File: src/rtl/core/set_assoc_lru_cache_tags_top_assert.svh
// assertion macros for the cache tag store
// used by the back end; no other dependencies
`ifndef SET_ASSOC_LRU_CACHE_TAGS_TOP_ASSERT_SVH
`define SET_ASSOC_LRU_CACHE_TAGS_TOP_ASSERT_SVH
`ifndef SYNTH
`define SALC_ASSERT_IMP(label, clk, rst, a, c, msg) \
  label: assert property (@(posedge clk) disable iff (rst) (a) |-> (c)) else $error(msg);
`define SALC_ASSERT_NXT(label, clk, rst, a, c, msg) \
  label: assert property (@(posedge clk) disable iff (rst) (a) |=> (c)) else $error(msg);
`else
`define SALC_ASSERT_IMP(label, clk, rst, a, c, msg)
`define SALC_ASSERT_NXT(label, clk, rst, a, c, msg)
`endif
`endif

File: src/rtl/core/salc_pkg.sv
// shared types and constants for the cache tag store
// no dependencies
`default_nettype none
package salc_pkg;
  localparam int NUM_WAYS_DEF = 2;
  localparam int MAX_SETS_DEF = 256;
  localparam int ADDRESS_BITS_DEF = 48;
  localparam int CNT_W = 48;
  localparam int TAG_W = 48;
  localparam logic [CNT_W-1:0] CNT_MAX = '1;

  localparam logic [1:0] ACT_READ  = 2'd0;
  localparam logic [1:0] ACT_WRITE = 2'd1;
  localparam logic [1:0] ACT_QUERY = 2'd2;

  localparam logic [3:0] SEL_ACCESS = 4'd0;
  localparam logic [3:0] SEL_MISS   = 4'd1;
  localparam logic [3:0] SEL_CHIT   = 4'd2;
  localparam logic [3:0] SEL_DHIT   = 4'd3;
  localparam logic [3:0] SEL_CREPL  = 4'd4;
  localparam logic [3:0] SEL_DREPL  = 4'd5;
  localparam logic [3:0] SEL_WB     = 4'd6;
  localparam logic [3:0] SEL_POS    = 4'd7;

  localparam logic [0:0] REG_OFFSET = 1'd0;
  localparam logic [0:0] REG_INDEX  = 1'd1;

  function automatic logic [CNT_W-1:0] sat_inc(input logic [CNT_W-1:0] c);
    return (c == CNT_MAX) ? c : c + CNT_W'(1);
  endfunction
endpackage
`default_nettype wire

File: src/rtl/core/salc_front.sv
// front end: splits address into set and tag, queues classified requests
// depends on salc_pkg
`default_nettype none
module salc_front import salc_pkg::*; #(
  parameter int MAX_SETS = MAX_SETS_DEF,
  parameter int ADDRESS_BITS = ADDRESS_BITS_DEF,
  parameter int SET_W = (MAX_SETS > 1) ? $clog2(MAX_SETS) : 1
) (
  input  wire logic clk,
  input  wire logic rst,
  input  wire logic push,
  output logic full,
  input  wire logic [1:0] action,
  input  wire logic [ADDRESS_BITS-1:0] address,
  input  wire logic [3:0] counter_select,
  input  wire logic [3:0] ofs_count,
  input  wire logic [3:0] idx_count,
  output logic q_valid,
  input  wire logic q_take,
  output logic [1:0] q_action,
  output logic [SET_W-1:0] q_set,
  output logic [TAG_W-1:0] q_tag,
  output logic [3:0] q_sel
);
  localparam int MAXIB = $clog2(MAX_SETS + 1) - 1;
  localparam int DEPTH = 2;
  logic [1:0] f_act [DEPTH];
  logic [SET_W-1:0] f_set [DEPTH];
  logic [TAG_W-1:0] f_tag [DEPTH];
  logic [3:0] f_sel [DEPTH];
  logic wr_ptr, rd_ptr;
  logic [1:0] count;
  logic [4:0] ib;
  logic [63:0] shifted, tag_full;
  logic [SET_W-1:0] set_val;

  always_comb begin
    ib = (idx_count > 4'(MAXIB)) ? 5'(MAXIB) : {1'b0, idx_count};
    shifted = 64'(address) >> ofs_count;
    set_val = SET_W'(shifted & ((64'd1 << ib) - 64'd1));
    tag_full = shifted >> ib;
  end

  assign full = (count == 2'(DEPTH));
  assign q_valid = (count != 2'd0);
  assign q_action = f_act[rd_ptr];
  assign q_set = f_set[rd_ptr];
  assign q_tag = f_tag[rd_ptr];
  assign q_sel = f_sel[rd_ptr];

  always_ff @(posedge clk) begin
    if (push && !full) begin
      f_act[wr_ptr] <= action;
      f_set[wr_ptr] <= set_val;
      f_tag[wr_ptr] <= tag_full[TAG_W-1:0];
      f_sel[wr_ptr] <= counter_select;
    end
    if (rst) begin
      wr_ptr <= 1'b0;
      rd_ptr <= 1'b0;
      count <= 2'd0;
    end else begin
      if (push && !full) wr_ptr <= ~wr_ptr;
      if (q_take && q_valid) rd_ptr <= ~rd_ptr;
      count <= count + 2'(push && !full) - 2'(q_take && q_valid);
    end
  end
endmodule
`default_nettype wire

File: config.mk
export PLATFORM = sky130hd
export DESIGN_NAME = salc_front
export DESIGN_NICKNAME = d
export VERILOG_FILES = /design/src/rtl/core/set_assoc_lru_cache_tags_top_assert.svh /design/src/rtl/core/salc_pkg.sv /design/src/rtl/core/salc_front.sv
export SDC_FILE = /design/constraint.sdc
export NUM_CORES = 1
export LEC_CHECK = 0
export BUFFER_PORTS_ARGS = -buffer_cell sky130_fd_sc_hd__buf_2
export CAP_MARGIN = 20
export CORE_ASPECT_RATIO = 1.4
export CORE_MARGIN = 8
export CORE_UTILIZATION = 40
export CTS_CLUSTER_DIAMETER = 200
export DETAILED_ROUTE_END_ITERATION = 8
export PLACE_DENSITY = 0.58
export SLEW_MARGIN = 5
export SYNTH_ARGS = -nofsm -noshare
export SYNTH_HDL_FRONTEND = slang
export SYNTH_SLANG_ARGS = --single-unit
File: constraint.sdc
create_clock -name clk -period 3.89 [get_ports clk]
set_input_delay 0.5835 -clock clk [delete_from_list [all_inputs] [get_ports clk]]
set_output_delay 0.5835 -clock clk [all_outputs]
set_load 0.005 [all_outputs]
Word-level counts from Yosys, hierarchy flattened
Memory sizes are Yosys's and may differ from the RTL's. A register that Yosys moved wholly into a read port is not among the register bits.
Cells that the tools add are included.
Word-level totals
  flip-flop bits (word level): 4
  RAM bits: 124
  bits of input ports: 66
  memories: 4
Memories
  f_tag: words 2, bits a word 48, read ports 1, clocked after memory_dff 1, wr ports 1, line salc_front.sv:29  | logic [TAG_W-1:0] f_tag [DEPTH];
  f_set: words 2, bits a word 8, read ports 1, clocked after memory_dff 1, wr ports 1, line salc_front.sv:28  | logic [SET_W-1:0] f_set [DEPTH];
  f_sel: words 2, bits a word 4, read ports 1, clocked after memory_dff 1, wr ports 1, line salc_front.sv:30  | logic [3:0] f_sel [DEPTH];
  f_act: words 2, bits a word 2, read ports 1, clocked after memory_dff 1, wr ports 1, line salc_front.sv:27  | logic [1:0] f_act [DEPTH];
Cells by class
  $add $sub $neg: 3
  magnitude comparators: 1
  equal/unequal tests: 1
  shift-type cells: 3
  multiplexer cells: 11
  bitwise logic cells: 3
  reduce and logical (&&, ||, !) cells: 4
Operators with widths (number)
  $shr A48 B4 Y64: 1
  $shr A64 B4 Y48: 1
  $mux W1: 10
  $and A8 B8 Y8: 1
  $shl A1 B4 Y8 const A: 1
  $sub A8 B1 Y8 const B: 1
  $gt A4 B4 Y1 const B: 1
  $mux W4: 1
  $add A2 B1 Y2: 1
  $eq A2 B2 Y1 const B: 1
  $logic_and A1 B1 Y1: 2
  $not A1 Y1: 2
  $reduce_bool A2 Y1: 1
  $sub A2 B1 Y2: 1
  $logic_not A1 Y1: 1

Longest topological paths before layout
  word-level depth: 5
  mapped depth: 11
  mapped depth without buffers: 7

Worst setup path after synthesis
Ideal clock, no wire load.
  kind: input-to-reg
  from: in push
  to: mem f_act[0][0] (enable)
  library setup time: 482 ps
  arrival time: 3268 ps
  required time: 3408 ps
  path slack: 140 ps
  stages: 2
  cell sequence: nand2_1 nor2_1
On the way
  word-level cells in the longest chain between the ends: 3
RTL lines
  start: declaration: line salc_front.sv:11  | input wire logic push,
  $logic_and A1 B1 Y1: line salc_front.sv:52  | if (push && !full) begin
  $mux W1: line salc_front.sv:52
  $mux W1 (not written as such): line salc_front.sv:53  | f_act[wr_ptr] <= action;
  end: declaration: line salc_front.sv:27
No other way between the ends.

Worst setup path in the final report
  from: in ofs_count[1]
  to: mem f_tag[0][27] (data pin)
On the way
  word-level cells in the longest chain between the ends: 2
RTL lines
  start: declaration: line salc_front.sv:16  | input wire logic [3:0] ofs_count,
  $shr A48 B4 Y64: line salc_front.sv:39  | shifted = 64'(address) >> ofs_count;
  $shr A64 B4 Y48: line salc_front.sv:41  | tag_full = shifted >> ib;
  via tag_full[27]: line salc_front.sv:34  | logic [63:0] shifted, tag_full;
  end: declaration: line salc_front.sv:29
The timed path passes the listed nets, and every way through them passes these cells.

==> out/summary.txt <==
Post-synth EDFFs = 124
Post-synth ARST share = 0%
Initial antenna violation count = 0
Reg clk slew, reported paths = 60 ps
Setup Fix Bufs, Post-CTS = 0
Cell Pwr Density = 466.5 nW/um2
Ports = 130
Final HPWL DP = 24780 um
NumNets Final = 1086
Nature of the critical path endpoint = flop
Post-synth top area share = 38.11%
Post-route ant nets = 0
Crit path largest cell delay = 600 ps
Multiplexer share of the synthesized area = 30.01%
Max-slew headroom = 44.17%
Final hold violation count = 0
Fillers = 2268
Initial core utilization = 40.75%
Root Driver = clkbuf_16
Synth top area cells = edfxtp_1 38%, mux4_2 11%, mux2_2 11%
Main synth FF type = edfxtp_1
Mean area per synthesized cell = 10.95 um2
CTS Buf Count = 17
Worst VDD drop = 0.0003026 V
Final setup vio count = 0
Top-count cell post-synth = edfxtp_1
Syn nets = 961
Worst-path maximum fanout = 19
Min-delay worst type = input port to flop
CP top delay family = multiplexers
DRT Pass-1 Iters = 5
Max Freq = 309.1 MHz
First-pass GRT wire length = 49310 um
CTS Sinks = 129
Resize count post-CTS = 0
CTS tree = yes
Yosys warnings = 0
Pleak = 4.369 nW
Gr usage total = 21.34%
Reg2reg path depth = 3
Via density = 6.126
Sum Neg Setup Slack = 0 ps
Worst path cell trace = buf_4 -> buf_4 -> mux4_2 -> mux2i_2 -> mux2i_1 -> a22oi_1 -> o211ai_1 -> a222oi_1 -> inv_1
Std-Cell Rows = 67
Adder-Cell Fraction of Synth Area = 0.3842%
GPL Wtd Cong = 1.007
Status = complete, no violations
Clock skew = 6.378 ps
Minimum clock period = 3235 ps
Xor/xnor share of the synthesized area = 0.4483%
Main combinational cell family by area after synthesis = multiplexers
CP Class = input port to flop
Seq/Total Area, Yosys = 39.14%
IO buf count = 129
Data required time of the worst path = 4030 ps
Total congestion overflow = 0
Number of global-route vias before repair = 8353
Share of cells above drive strength 1 = 36.41%
H-tree levels = 4
RSZ-0062 raised after global routing = false
DR vias = 8209
WP buf/inv = 3
Total Wirelength = 32290 um
Commonest cells post-synth = 124 x edfxtp_1, 114 x nand2_1, 92 x mux2_2
DR WL/cell = 24.09 um
Longest Clk Path Bufs = 2
Critical Path Most Common Cell = buf_4
Final period util = 83.16%
ANT cells = 0
Synth Area in Simple Gates = 11.27%
Arrival time at the worst endpoint = 3380 ps
Min-Delay Startpoint = counter_select[1]
Reg2reg setup slack = 1950 ps
Pins Over Slew Limit = 0
Crit-path slowest cell = mux4_2
Pwr Total = 5.339 mW
Number of remaining DRC errors = 0
Width of the die = 148.1 um
Largest net degree at the start of global routing = 45
Area growth from synthesis to layout = 17.15%
Worst-Margin Slew = 834.4 ps
Hold buffers post-CTS = 0
Reg2Reg Capture Point = f_set[1][7]$_DFFE_PP_
Mapped cell area = 9769 um2
Hold path cells = 1
CP startpoint kind = input port
Max-cap violations = 0
#FFs+latches synth = 129
Largest area contributor in the netlist = edfxtp_1
Detailed Route Iter0 Violations = 646
Core ar. = 23980 um2
Reg2reg start = count[0]$_SDFF_PP0_
Die H = 200.9 um
Netlist cell types = 69
Sink of the worst hold path = f_sel[1][1]$_DFFE_PP_
Clk Latency, worst-skew pair = 420 ps
Synth Area in Compound Gates = 14.33%
Full die area = 29750 um2
Gate Count Post-Synth = 892
[layout make-up]
cell class,count,area (um2),share of cell area [%]
Inverter,12,45.04,0.3936
Multi-Input combinational cell,676,5528,48.30
Clock buffer,17,425.4,3.717
Sequential cell,129,3825,33.42
Clock inverter,15,157.7,1.378
Tap cell,310,387.9,3.389
Timing Repair Buffer,181,1076,9.402
[state kept, by name, indices dropped and copies added, names as in the netlist, named ones only]
signal,cells
rd_ptr,1
f_act,4
count,2
f_tag,96
f_sel,8
f_set,16
wr_ptr,1
[layer usage]
layer	share of wire [%]	track usage, %	vias up	routed length, um
met5	0	0	-	0
met4	4.3	10.81	0	1373
met3	5.3	2.887	77	1714
met2	49	35.22	360	15710
met1	42	26.72	4034	13490
li1	-	-	3738	-
[layout by cell type (no fill, tap or decap), types with 17 or more instances in the layout]
cell and n:
o221ai_1 18, nor2_1 73, clkbuf_16 17, mux4_2 48, a21oi_1 21, mux2i_1 68
mux2_2 92, buf_4 50, edfxtp_1 124, o22ai_1 22, o211ai_1 20, o21ai_0 36
nand2_1 114, buf_2 128
[power by group]
| group | total [mW] | switching (mW) | internal (mW) |
|---|---|---|---|
| combinational | 1.89 | 1.06 | 0.833 |
| sequential | 1.88 | 0.0621 | 1.82 |
| clock | 1.56 | 0.652 | 0.909 |
| total | 5.34 | 1.78 | 3.56 |
[worst register-to-register path, cell delays in order (launching register included)]
cell and delay [ps]:
dfxtp_1 340, nand2b_1 140, and3_2 730, buf_4 400
[worst max-delay path by stage]
stage | start | end | slack [ps] | cells after the start
finish | ofs_count[1] | f_tag[0][27]$_DFFE_PP_ | 660 | 9
global route | ofs_count[1] | f_tag[0][27]$_DFFE_PP_ | 570 | 9
CTS | ofs_count[1] | f_tag[1][27]$_DFFE_PP_ | 760 | 9
detailed placement | ofs_count[1] | f_tag[1][27]$_DFFE_PP_ | 330 | 9
global placement | ofs_count[1] | f_tag[0][27]$_DFFE_PP_ | 310 | 9
floorplan | push | f_act[0][0]$_DFFE_PP_ | 140 | 2
[through the flow]
step           worst slack [ps]  cells  util (%)  area [um2]  hold slack (ps)
2_1_floorplan             139.8    892         -        9769            481.2
3_3_place_gp              307.0   1308     45.30       10860            501.2
3_5_place_dp              332.9   1308     45.30       10860            505.5
4_1_cts                   756.3   1340     47.74       11440            336.2
5_1_grt                   568.6   1340     47.74       11440            331.7
6_report                  655.0   1340     47.74       11440            354.0
[logic make-up after synthesis]
logic type / count (synthesis)
AO/OA/AOI/OAI: 198
XOR/XNOR: 5
adder cells (fa/ha/maj): 3
buffers and inverters: 87
flip-flops: 129
multiplexers: 217
AND/OR/NAND/NOR: 253
Power figures use the tool's default switching activity.
